`src/hw/rtl/rbeuler_pkg.sv`:
```
// Shared types, constants and fixed-point helpers for the 2D rigid body Euler step block.
`timescale 1ns / 1ps

package rbeuler_pkg;

	// Body kind codes
	localparam logic [1:0] KIND_STATIC  = 2'd0;
	localparam logic [1:0] KIND_DYNAMIC = 2'd1;

	// Register indexes (byte address bits [3:2])
	localparam logic [1:0] REG_GRAVITY_X = 2'd0;
	localparam logic [1:0] REG_GRAVITY_Y = 2'd1;
	localparam logic [1:0] REG_TIME_STEP = 2'd2;

	localparam int ADDR_W = 4;
	localparam int DT_W   = 31;

	// Queue between front and back
	localparam int QDEPTH = 4;
	localparam int QPTR_W = $clog2(QDEPTH);
	localparam int QCNT_W = $clog2(QDEPTH + 1);

	// Saturation limits
	localparam logic signed [63:0] SAT_MAX64 = 64'sh0000_0000_7FFF_FFFF;
	localparam logic signed [63:0] SAT_MIN64 = 64'shFFFF_FFFF_8000_0000;
	localparam logic signed [31:0] SAT_MAX32 = 32'sh7FFF_FFFF;
	localparam logic signed [31:0] SAT_MIN32 = 32'sh8000_0000;

	typedef struct packed {
		logic [1:0]         body_kind;
		logic               active;
		logic signed [31:0] mass;
		logic signed [31:0] gravity_scale;
		logic signed [31:0] damping;
		logic signed [31:0] vel_x_in;
		logic signed [31:0] vel_y_in;
		logic signed [31:0] spin_rate;
		logic               lock_rotation;
		logic signed [31:0] pos_x_in;
		logic signed [31:0] pos_y_in;
		logic signed [31:0] angle_in;
	} in_item_t;

	typedef struct packed {
		logic signed [31:0] vel_x_out;
		logic signed [31:0] vel_y_out;
		logic signed [31:0] pos_x_out;
		logic signed [31:0] pos_y_out;
		logic signed [31:0] angle_out;
		logic               updated;
	} out_item_t;

	// Classification flags set by the front
	typedef struct packed {
		logic upd;      // body gets integrated
		logic dyn;      // gravity and damping apply
		logic damp_on;  // damping is positive
		logic lock;     // angle held
	} ctrl_t;

	// Queue entry: classified body
	typedef struct packed {
		ctrl_t              c;
		logic signed [31:0] gs;
		logic signed [31:0] dmp;
		logic signed [31:0] spin;
		logic signed [31:0] vx;
		logic signed [31:0] vy;
		logic signed [31:0] px;
		logic signed [31:0] py;
		logic signed [31:0] ang;
	} q_item_t;

	// Back pipeline stage contents
	typedef struct packed {
		ctrl_t              c;
		logic signed [31:0] vx;
		logic signed [31:0] vy;
		logic signed [31:0] px;
		logic signed [31:0] py;
		logic signed [31:0] ang;
		logic signed [31:0] sdt;
		logic signed [31:0] tx;
		logic signed [31:0] ty;
		logic signed [31:0] tk;
	} work_t;

	// Fixed-point product: exact, floor shift, saturate
	function automatic logic signed [31:0] qmul(input logic signed [31:0] a,
			input logic signed [31:0] b, input int unsigned fb);
		logic signed [63:0] p;
		logic signed [63:0] s;
		p = 64'(a) * 64'(b);
		s = p >>> fb;
		if (s > SAT_MAX64) begin
			return SAT_MAX32;
		end else if (s < SAT_MIN64) begin
			return SAT_MIN32;
		end
		return signed'(s[31:0]);
	endfunction

	// Saturating add
	function automatic logic signed [31:0] qadd(input logic signed [31:0] a,
			input logic signed [31:0] b);
		logic signed [32:0] s;
		s = 33'(a) + 33'(b);
		if (s[32] != s[31]) begin
			return s[32] ? SAT_MIN32 : SAT_MAX32;
		end
		return signed'(s[31:0]);
	endfunction

endpackage

```
`src/hw/rtl/rbeuler_queue.sv`:
```
// Short queue decoupling the front from the arithmetic back.
`timescale 1ns / 1ps

module rbeuler_queue (
	input  logic                 clk,
	input  logic                 arst_n,
	input  logic                 push,
	input  rbeuler_pkg::q_item_t push_data,
	input  logic                 pop,
	output rbeuler_pkg::q_item_t pop_data,
	output logic                 empty,
	output logic                 full
);

	rbeuler_pkg::q_item_t             mem_q [rbeuler_pkg::QDEPTH];
	logic [rbeuler_pkg::QPTR_W-1:0]   wr_ptr_q;
	logic [rbeuler_pkg::QPTR_W-1:0]   rd_ptr_q;
	logic [rbeuler_pkg::QCNT_W-1:0]   cnt_q;

	assign empty    = (cnt_q == '0);
	assign full     = (cnt_q == rbeuler_pkg::QCNT_W'(rbeuler_pkg::QDEPTH));
	assign pop_data = mem_q[rd_ptr_q];

	// Pointers and fill count
	always_ff @(posedge clk or negedge arst_n) begin
		if (!arst_n) begin
			wr_ptr_q <= '0;
			rd_ptr_q <= '0;
			cnt_q    <= '0;
		end else begin
			if (push) begin
				wr_ptr_q <= wr_ptr_q + 1'b1;
			end
			if (pop) begin
				rd_ptr_q <= rd_ptr_q + 1'b1;
			end
			case ({push, pop})
				2'b10:   cnt_q <= cnt_q + 1'b1;
				2'b01:   cnt_q <= cnt_q - 1'b1;
				default: cnt_q <= cnt_q;
			endcase
		end
	end

	// Storage
	always_ff @(posedge clk) begin
		if (push) begin
			mem_q[wr_ptr_q] <= push_data;
		end
	end

	a_no_overflow: assert property (@(posedge clk) disable iff (!arst_n)
		push |-> !full) else $error("queue push while full");
	a_no_underflow: assert property (@(posedge clk) disable iff (!arst_n)
		pop |-> !empty) else $error("queue pop while empty");
	a_count_bound: assert property (@(posedge clk) disable iff (!arst_n)
		cnt_q <= rbeuler_pkg::QCNT_W'(rbeuler_pkg::QDEPTH))
		else $error("queue count out of range");

endmodule

```
`config.mk`:
```
export PLATFORM = sky130hd
export DESIGN_NAME = rbeuler_queue
export DESIGN_NICKNAME = d
export VERILOG_FILES = /design/src/hw/rtl/rbeuler_pkg.sv /design/src/hw/rtl/rbeuler_queue.sv
export SDC_FILE = /design/constraint.sdc
export NUM_CORES = 1
export LEC_CHECK = 0
export BUFFER_PORTS_ARGS = -buffer_cell sky130_fd_sc_hd__clkbuf_2
export CAP_MARGIN = 20
export CORE_ASPECT_RATIO = 0.6
export CORE_MARGIN = 2
export CORE_UTILIZATION = 25
export CTS_BUF_LIST = sky130_fd_sc_hd__clkbuf_4 sky130_fd_sc_hd__clkbuf_8 sky130_fd_sc_hd__clkbuf_16
export CTS_CLUSTER_SIZE = 28
export DETAILED_ROUTE_END_ITERATION = 8
export GPL_ROUTABILITY_DRIVEN = 1
export PLACE_DENSITY = 0.5
export SYNTH_ARGS = -nofsm -noshare
export SYNTH_HDL_FRONTEND = slang
export SYNTH_SLANG_ARGS = --single-unit
```
`constraint.sdc`:
```
create_clock -name clk -period 11.45 [get_ports clk]
set_input_delay 0 -clock clk [delete_from_list [all_inputs] [get_ports clk]]
set_output_delay 0 -clock clk [all_outputs]
set_load 0.01 [all_outputs]
```
==> flow_summary.toml <==
[status]
run_status = "completed"

[die]
die_y_um = 306
die-width_um = 507
top_level_ports = 526
core-area_um2 = 150000
start_util = 0.252
die_area_um2 = 155000
fp-row-count = 110

[clock_tree]
root_buffer = "clkbuf_16"
cts_resized = 0
path_clk_slew_ns = 0.06
h-tree-depth = 3
clock-sinks = 1047
cts_inserted_buffers = 99
clock_path_buffers = 3
worstSkewPairLatency_ns = 0.70
cts_tree = "yes"

[sta]
finalSetupViolCount = 0
finalClockSkew_ns = 0.0322
tightest_slew_ns = 1.16
max_slew_margin = 0.225
period_needed_ns = 3.99
period_share = 0.348
fmax_mhz = 251
hold_viol_final = 0
fin_tns_setup_ns = 0
drv_slew = 0
rsz0062_at_grt = "false"

[synthesis]
synth-seq-cells = 1047
avgSynthCellArea_um2 = 27.2
synthCells = 1395
ys_types = 18
syn_nets = 1665
yosysSeqAreaShare = 0.829
ys.warnings.count = 0
netlist_area_um2 = 37900

[drt]
drt_pre_antenna_iters = 5
drt-vias-per-instance = 4.12
ant_nets = 0
drc_errors = 0
num_vias = 18300
drt-initial-drc-count = 1396
wire_per_inst_um = 19.1
wirelength_um = 85200

[critical_path]
crit_path_end_kind = "primary output"
worstPathArrival_ns = 3.99
r2r_cells = 4
critical_path.startpoint_type = "register"
cp.required_ns = 11.45
worstSetupPathType = "reg -> out"
reg2reg_slack_ns = 8.05
cp_max_fo = 67
timing.rr.end = "mem_q[3][1]"
r2r_start = "wr_ptr_q[0]"

[global_routing]
grt-ovfl-total = 0
grt_max_degree = 128
antenna_found_initial = 14
grt_pass1_wl_um = 128000
grtUsageTotal = 0.109
grt_pass1_vias = 20400

[power_and_ir_drop]
cellLeakagePower_nw = 16.8
power_density_nw_per_um2 = 239
ir_drop_mv = 0.162

[hold_path]
hold_start = "push_data[40]"
hold_end = "mem_q[3][40]"
hp-class = "in -> reg"
hold_depth = 2

[final_layout]
area_delta_synth_final_pct = 31.2
layout-drive-gt1-share = 0.400
nets = 2613
finalNonFillerCells = 4453

[placement]
portBuffers = 525
dp_hpwl_um = 49900
globalplace.congestion = 0.729
dp_cells = 3898

[run]
cap_viol_max_count = 0
-- routing by layer --
| metal | share of wire | global-route usage | vias to the layer above |
|---|---|---|---|
| met5 | 0.00088 | 0 | - |
| met1 | 0.42 | 0.136 | 9724 |
| met2 | 0.49 | 0.184 | 456 |
| li1 | - | - | 8023 |
| met3 | 0.065 | 0.0324 | 132 |
| met4 | 0.020 | 0.0290 | 12 |
-- cell usage after synthesis --
master / count / area (um^2)
and3_1: 1 / 6.26
o21ai_0: 2 / 10.0
xnor2_1: 2 / 17.5
nor2_1: 1 / 3.75
edfxtp_1: 1040 / 31200
inv_1: 6 / 22.5
fa_1: 1 / 20.0
mux4_2: 260 / 5860
clkbuf_1: 6 / 22.5
buf_6: 21 / 236
dfrtp_1: 7 / 175
buf_2: 30 / 150
buf_4: 1 / 7.51
ha_1: 5 / 62.6
xor2_1: 4 / 35.0
nand2_1: 3 / 11.3
nor3_1: 1 / 5.00
and2_1: 4 / 25.0
-- final cells by class --
| cell class | instances | area [um^2] |
|---|---|---|
| diodes | 10 | 25.0 |
| clock buffers | 123 | 2720 |
| clock inverters | 62 | 487 |
| fillers | 14200 | 101000 |
| inverters | 6 | 22.5 |
| multi-input cells | 284 | 6060 |
| flip-flops and latches | 1047 | 31400 |
| well taps | 2016 | 2520 |
| repair buffers | 905 | 6460 |
-- power breakdown --
group	switching (W)	internal (W)
Clock	0.00140	0.00182
Combinational	0.00194	0.00151
Sequential	0.000194	0.00501
-- worst max-delay path, stage by stage (launching register included) --
cell	delay (ns)
dfrtp_4	0.90
buf_4	0.72
buf_4	0.86
mux4_2	0.44
clkbuf_2	0.15
-- cells in the final DEF, fill, tap and decap left out, types with 6 or more instances in the layout --
cell type      instances
dlygate4sd3_1        360
bufinv_16              6
diode_2               10
edfxtp_1            1040
clkinv_1              26
clkbuf_2             525
clkbuf_16            102
clkinv_2              18
clkbuf_4              20
mux4_2               260
inv_1                  6
buf_12                 6
buf_4                 14
-- sequential cells by signal, indices dropped and copies added (netlist names) --
signal / flops
cnt_q: 3
mem_q: 1040
wr_ptr_q: 2
rd_ptr_q: 2
-- through the flow --
| stage | setup WS (ns) | total power [W] | hold slack (ns) | cell area (um^2) | utilization |
|---|---|---|---|---|---|
| detailed placement | 7.94 | 0.00878 | -0.139 | 42900 | 0.285 |
| floorplan | 4.28 | 0.00756 | -0.296 | 37900 | - |
| CTS | 7.30 | 0.0122 | 0.000223 | 49700 | 0.331 |
| finish | 7.46 | 0.0119 | 0.0868 | 49700 | 0.331 |
| global placement | 7.96 | 0.00872 | -0.146 | 42900 | 0.285 |
| global route | 7.13 | 0.0125 | 0.0244 | 49700 | 0.331 |
-- how the worst max path moves through the flow --
stage / startpoint / endpoint / slack [ns] / cells past startpoint
after floorplan: wr_ptr_q[0] / mem_q[0][0] / 4.28 / 3
final: rd_ptr_q[1] / pop_data[139] / 7.46 / 4
after global placement: wr_ptr_q[1] / mem_q[1][91] / 7.96 / 5
after CTS: rd_ptr_q[1] / pop_data[149] / 7.30 / 4
after global routing: rd_ptr_q[0] / pop_data[211] / 7.13 / 4
after detailed placement: wr_ptr_q[0] / mem_q[3][11] / 7.94 / 4
-- cell families after synthesis --
kind of cell,Yosys count,synth area share
flops,1047,0.829
mux,260,0.155
buf+inv,64,0.0116
simple gates,10,0.00135
xor+xnor,6,0.00139
fa+ha+maj,6,0.00218
compound gates,2,0.000264
-- timing repair --
item                       in CTS  in global routing
setup buffers                   0                  0
hold endpoints to repair     1067                  0
setup endpoints to repair       0                  0
hold buffers                  360                  0
Power figures use the tool's default switching activity.
