===== src/hw/rtl/rbeuler_pkg.sv =====
// Shared types, constants and fixed-point helpers for the 2D rigid body Euler step block.
`timescale 1ns / 1ps

package rbeuler_pkg;

	// Body kind codes
	localparam logic [1:0] KIND_STATIC  = 2'd0;
	localparam logic [1:0] KIND_DYNAMIC = 2'd1;

	// Register indexes (byte address bits [3:2])
	localparam logic [1:0] REG_GRAVITY_X = 2'd0;
	localparam logic [1:0] REG_GRAVITY_Y = 2'd1;
	localparam logic [1:0] REG_TIME_STEP = 2'd2;

	localparam int ADDR_W = 4;
	localparam int DT_W   = 31;

	// Queue between front and back
	localparam int QDEPTH = 4;
	localparam int QPTR_W = $clog2(QDEPTH);
	localparam int QCNT_W = $clog2(QDEPTH + 1);

	// Saturation limits
	localparam logic signed [63:0] SAT_MAX64 = 64'sh0000_0000_7FFF_FFFF;
	localparam logic signed [63:0] SAT_MIN64 = 64'shFFFF_FFFF_8000_0000;
	localparam logic signed [31:0] SAT_MAX32 = 32'sh7FFF_FFFF;
	localparam logic signed [31:0] SAT_MIN32 = 32'sh8000_0000;

	typedef struct packed {
		logic [1:0]         body_kind;
		logic               active;
		logic signed [31:0] mass;
		logic signed [31:0] gravity_scale;
		logic signed [31:0] damping;
		logic signed [31:0] vel_x_in;
		logic signed [31:0] vel_y_in;
		logic signed [31:0] spin_rate;
		logic               lock_rotation;
		logic signed [31:0] pos_x_in;
		logic signed [31:0] pos_y_in;
		logic signed [31:0] angle_in;
	} in_item_t;

	typedef struct packed {
		logic signed [31:0] vel_x_out;
		logic signed [31:0] vel_y_out;
		logic signed [31:0] pos_x_out;
		logic signed [31:0] pos_y_out;
		logic signed [31:0] angle_out;
		logic               updated;
	} out_item_t;

	// Classification flags set by the front
	typedef struct packed {
		logic upd;      // body gets integrated
		logic dyn;      // gravity and damping apply
		logic damp_on;  // damping is positive
		logic lock;     // angle held
	} ctrl_t;

	// Queue entry: classified body
	typedef struct packed {
		ctrl_t              c;
		logic signed [31:0] gs;
		logic signed [31:0] dmp;
		logic signed [31:0] spin;
		logic signed [31:0] vx;
		logic signed [31:0] vy;
		logic signed [31:0] px;
		logic signed [31:0] py;
		logic signed [31:0] ang;
	} q_item_t;

	// Back pipeline stage contents
	typedef struct packed {
		ctrl_t              c;
		logic signed [31:0] vx;
		logic signed [31:0] vy;
		logic signed [31:0] px;
		logic signed [31:0] py;
		logic signed [31:0] ang;
		logic signed [31:0] sdt;
		logic signed [31:0] tx;
		logic signed [31:0] ty;
		logic signed [31:0] tk;
	} work_t;

	// Fixed-point product: exact, floor shift, saturate
	function automatic logic signed [31:0] qmul(input logic signed [31:0] a,
			input logic signed [31:0] b, input int unsigned fb);
		logic signed [63:0] p;
		logic signed [63:0] s;
		p = 64'(a) * 64'(b);
		s = p >>> fb;
		if (s > SAT_MAX64) begin
			return SAT_MAX32;
		end else if (s < SAT_MIN64) begin
			return SAT_MIN32;
		end
		return signed'(s[31:0]);
	endfunction

	// Saturating add
	function automatic logic signed [31:0] qadd(input logic signed [31:0] a,
			input logic signed [31:0] b);
		logic signed [32:0] s;
		s = 33'(a) + 33'(b);
		if (s[32] != s[31]) begin
			return s[32] ? SAT_MIN32 : SAT_MAX32;
		end
		return signed'(s[31:0]);
	endfunction

endpackage


===== src/hw/rtl/rbeuler_front.sv =====
// Front: accepts bodies, classifies them and pushes them into the queue.
`timescale 1ns / 1ps

module rbeuler_front (
	input  logic                     clk,
	input  logic                     arst_n,
	input  logic                     in_valid,
	output logic                     in_stall,
	input  rbeuler_pkg::in_item_t    in_data,
	input  logic [rbeuler_pkg::DT_W-1:0] dt,
	output logic                     push,
	output rbeuler_pkg::q_item_t     push_data,
	input  logic                     q_full
);

	logic                 fr_v_q;
	rbeuler_pkg::q_item_t fr_q;
	rbeuler_pkg::q_item_t cls;
	logic                 load;

	// Classification
	always_comb begin
		cls.c.upd     = (dt != '0) && in_data.active &&
		                (in_data.body_kind != rbeuler_pkg::KIND_STATIC) &&
		                !((in_data.body_kind == rbeuler_pkg::KIND_DYNAMIC) &&
		                  ($signed(in_data.mass) <= 32'sd0));
		cls.c.dyn     = (in_data.body_kind == rbeuler_pkg::KIND_DYNAMIC);
		cls.c.damp_on = ($signed(in_data.damping) > 32'sd0);
		cls.c.lock    = in_data.lock_rotation;
		cls.gs        = in_data.gravity_scale;
		cls.dmp       = in_data.damping;
		cls.spin      = in_data.spin_rate;
		cls.vx        = in_data.vel_x_in;
		cls.vy        = in_data.vel_y_in;
		cls.px        = in_data.pos_x_in;
		cls.py        = in_data.pos_y_in;
		cls.ang       = in_data.angle_in;
	end

	// Hand-off: stall only when holding a transaction the queue cannot take
	assign push      = fr_v_q && !q_full;
	assign in_stall  = fr_v_q && q_full;
	assign load      = in_valid && !in_stall;
	assign push_data = fr_q;

	always_ff @(posedge clk or negedge arst_n) begin
		if (!arst_n) begin
			fr_v_q <= 1'b0;
		end else if (load) begin
			fr_v_q <= 1'b1;
		end else if (push) begin
			fr_v_q <= 1'b0;
		end
	end

	always_ff @(posedge clk) begin
		if (load) begin
			fr_q <= cls;
		end
	end

endmodule


===== config.mk =====
export PLATFORM = sky130hd
export DESIGN_NAME = rbeuler_front
export DESIGN_NICKNAME = d
export VERILOG_FILES = /design/src/hw/rtl/rbeuler_pkg.sv /design/src/hw/rtl/rbeuler_front.sv
export SDC_FILE = /design/constraint.sdc
export NUM_CORES = 1
export LEC_CHECK = 0
export ABC_CLOCK_PERIOD_IN_PS = 13000
export BUFFER_PORTS_ARGS = -buffer_cell sky130_fd_sc_hd__buf_2
export CORE_AREA = 2 2 230 232
export DETAILED_ROUTE_END_ITERATION = 8
export DIE_AREA = 0 0 232 234
export GPL_ROUTABILITY_DRIVEN = 0
export HOLD_SLACK_MARGIN = 0.03
export PLACE_DENSITY = 0.41
export SYNTH_ARGS = -nofsm -noshare
export SYNTH_HDL_FRONTEND = slang
export SYNTH_SLANG_ARGS = --single-unit

===== constraint.sdc =====
create_clock -name clk -period 13 [get_ports clk]
set_clock_uncertainty 0.2 [all_clocks]
set_input_delay 0.65 -clock clk [delete_from_list [all_inputs] [get_ports clk]]
set_output_delay 0.65 -clock clk [all_outputs]
set_load 0.01 [all_outputs]

==> reports/results.env <==
ACHIEVABLE-FREQUENCY_MHz=280
SHARE_SEQ_OF_TOTAL_POWER_PCT=50.3
POSTCTSRESIZEDCELLS=0
DESIGN.FINAL.NETS=1376
TIMING.SETUP.TNS_PS=0
GRT_START_MAX_NET_PINS=79
AREA_GROWTH_PCT=74.3
PLACED_AREA_MM2=0.0119
SYNTH-WARNING-COUNT=0
SYNTH_FP_NETS=629
FLOORPLAN.CORE_AREA_MM2=0.0520
P_INT_mW=1.54
DP.FINAL_HPWL_UM=21200
CP_SLOWEST_CELL='sky130_fd_sc_hd__buf_4'
WORSTSETUPPATHDEPTH=5
WORSTHOLDPATHTYPE='input port to register'
YS_SEQ_ELEMENTS=261
H-TREE-DEPTH=1
WORST_SETUP_PATH_START_KIND='register'
CRITICAL_PATH_BUF_INV_COUNT=3
POST_SYNTH.CELL_AREA_AVG_UM2=26.8
N_ANTENNA_CELL=0
CTSROOTBUFFERMASTER='sky130_fd_sc_hd__clkbuf_16'
GRT_ANTENNA_BEFORE_REPAIR=4
HOLD_VIOL_FINAL=0
DIE_EXTENT_IN_X_UM=232
OUTCOME='complete, no violations'
MAX_CAP_VIOL_COUNT=0
RELSLEWSLACK_PCT=33.3
PD_CELLS_mW_PER_MM2=140
SUM_OF_OVERFLOW_ACROSS_ALL_LAYERS_AFTER_GLOBAL_ROUTING=0
CLKSINKCOUNT=261
IOS=589
TIMING.REG2REG.SETUP_SLACK_PS=9430
SYNTH_SEQ_AREA_SHARE_PCT=96.8
POST_CTS_HOLD_BUFFER_COUNT=123
RSZ0062_AT_GRT='false'
P_LEAK_nW=5.84
POST_ROUTE_CLOCK_PERIOD_UTILIZATION_PCT=27.4
CATEGORY_OF_CELLS_ACCOUNTING_FOR_THE_LARGEST_SHARE_OF_CRITICAL_PATH_DELAY='buffers and inverters'
TIGHTEST_SLEW_PS=1000
CTS_TREE='done'
POSTROUTEANTENNANETS=0
DETAILEDROUTE.FIRSTPASSITERATIONCOUNT=4
CTS_BUFFERS=30
FIN_CRIT_PS=3570
CPPEAKSTAGEDELAY_PS=880
FINAL_LAYOUT_SIZE_SUFFIX_GT1_SHARE_PCT=59.6
WORST_SETUP_PATH_END_KIND='register'
DETAIL_ROUTE.VIAS_PER_CELL=3.37
ROUTED_WIRELENGTH_UM=27300
P_SW_mW=0.432
ROUTE.DETAILED.WL_PER_INST_UM=15.5
RELATIVE_CONTRIBUTION_OF_COMBINATIONAL_CELLS_TO_TOTAL_POWER_PCT=9.1
TIMING.FINAL.MAX_SLEW_VIOLATIONS=0
TIMING.RR.END='push_data[247]$_DFFE_PP_'
SYNTHESIS.INSTANCES=302
CTS.PATH.MAX_BUFFERS=3
SETUP-VIOLATIONS-FINAL=0
CLKPWRFRAC_PCT=40.6
WORSTPATHREQUIRED_PS=12960
GRT_UTIL_ALL_LAYERS_PCT=9.12
CRITICAL_PATH_SOURCE='fr_v_q$_DFFE_PN0P_'
LIST_OF_CELLS_TRAVERSED_BY_THE_CRITICAL_PATH='and2_1 > nor2b_4 > buf_4 > buf_4 > buf_4'
TIMING.CRITICAL_PATH.MODE_CELL='sky130_fd_sc_hd__buf_4'
FIRST_GLOBAL_VIAS=6108
SYNTH_CELL_TYPES=14
CP-ENDPOINT='push_data[247]$_DFFE_PP_'
FLOORPLAN.DIE_AREA_MM2=0.0543
CLASSIFICATION_OF_THE_WORST_SETUP_PATH='register to register'
CLK-INSERTION-DELAY-LATE_PS=560
FLOORPLAN.INITIALDENSITY_PCT=15.6
PORT_BUFFERS=588
CHIPHEIGHT_UM=234
NUMBER_OF_CELLS_ON_THE_WORST_HOLD_PATH=1
SYN-CELL-AREA_MM2=0.00809
POWER.SWITCHING_FRACTION_PCT=21.9
ROUTED-VIA-COUNT=5934
ARRIVAL_TIME_OF_DATA_AT_THE_CRITICAL_PATH_ENDPOINT_PS=3530
INITIALDRTVIOLATIONCOUNT=174
PLACEMENTROWS=84
MAX_IR_DROP_VDD_V=0.000104
WORST_R2R_STARTPOINT='fr_v_q$_DFFE_PN0P_'
DRC=0
TIMING.REG2REG.WORST_PATH_DEPTH=5
CTS.CLK_SLEW.WORST_PATHS_PS=60
TIMING.CRITICAL_PATH.FANOUT_MAX=78
GLOBAL_ROUTE_WIRE_LENGTH_BEFORE_REPAIR_UM=36900
COUNT_OF_BUFFERS_ADDED_BY_POST_CTS_TIMING_REPAIR_FOR_SETUP=0
FINALHOLDWORSTSLACK_PS=62.7
FINISH.INSTANCE_AREA_MM2=0.0141
[power by group through the flow]
stage / clock [mW] / combinational [mW] / sequential, mW
after global routing: 0.865 / 0.194 / 0.998
final: 0.803 / 0.180 / 0.994
after global placement: 0 / 0.153 / 1.01
after detailed placement: 0 / 0.153 / 1.01
after CTS: 0.835 / 0.184 / 0.995
after floorplan: 0 / 0.0175 / 1.05
[worst min path at each step]
stage                       startpoint                  endpoint
after global placement          arst_n        fr_v_q$_DFFE_PN0P_
after CTS                 in_data[108]  push_data[171]$_DFFE_PP_
after detailed placement        arst_n        fr_v_q$_DFFE_PN0P_
after floorplan                 arst_n        fr_v_q$_DFFE_PN0P_
final                     in_data[234]  push_data[233]$_DFFE_PP_
after global routing      in_data[234]  push_data[233]$_DFFE_PP_
[area by class of cell]
cell class | count | area [um2]
clock buffer | 37 | 798
multi-input combinational | 41 | 267
tap | 688 | 861
fill | 5403 | 37900
sequential | 261 | 7830
clock inverter | 18 | 140
timing repair buffer | 715 | 4200
[cell usage in the layout (no fill, tap or decap), drive strengths merged, types with 2 or more instances in the layout]
master       instances
buf                592
edfxtp             260
dlygate4sd3        123
clkbuf              37
nor4                22
clkinv              15
nand4                5
nor2b                4
nor3                 2
nor2                 2
bufinv               2
[cells in the mapped netlist, drive strengths merged]
cell type    n  area (um2)
a21oi        1        5.00
and2         1        6.26
dfrtp        1        25.0
edfxtp     260        7810
nand2        1        3.75
nand4        5        31.3
nor2         2        7.51
nor2b        4        25.0
nor3         2        10.0
nor4        22         144
o221ai       1        8.76
or2          1        6.26
or4          1        11.3
[worst reg2reg max path: cells and delay by family, from the launching register on]
family                 cells  cell delay (ps)
flip-flops                 1              370
buffers and inverters      3             2250
AND/OR/NAND/NOR            2              290
[cells by family (layout without fill, tap and decap cells)]
logic type             Yosys count  in the layout  synth area share (%)
AO/OA/AOI/OAI                    2              2                 0.170
AND/OR/NAND/NOR                 39             39                  3.03
buffers and inverters            0            770                     0
flip-flops                     261            261                  96.8
[sequential cells by signal (all words and copies together), names as in the netlist]
| register | count |
|---|---|
| fr_v_q | 1 |
| push_data | 260 |
[metrics by stage]
step,instances,worst slack [ps],power (mW),utilization [%]
6_report,1760,9430,1.98,27.1
5_1_grt,1760,9180,2.06,27.1
4_1_cts,1760,9400,2.01,27.1
3_5_place_dp,1582,9000,1.17,22.9
3_3_place_gp,1582,9000,1.16,22.9
2_1_floorplan,302,4690,1.06,-
[per-layer routing]
| metal | track usage, % | share of wire (%) | vias up |
|---|---|---|---|
| met2 | 17.3 | 54 | 336 |
| met3 | 2.94 | 9.7 | 49 |
| li1 | - | - | 2754 |
| met4 | 4.07 | 3.6 | 8 |
| met1 | 9.00 | 33 | 2787 |
| met5 | 0 | 0.19 | - |
Note: power is estimated with default switching activity, not from simulation.
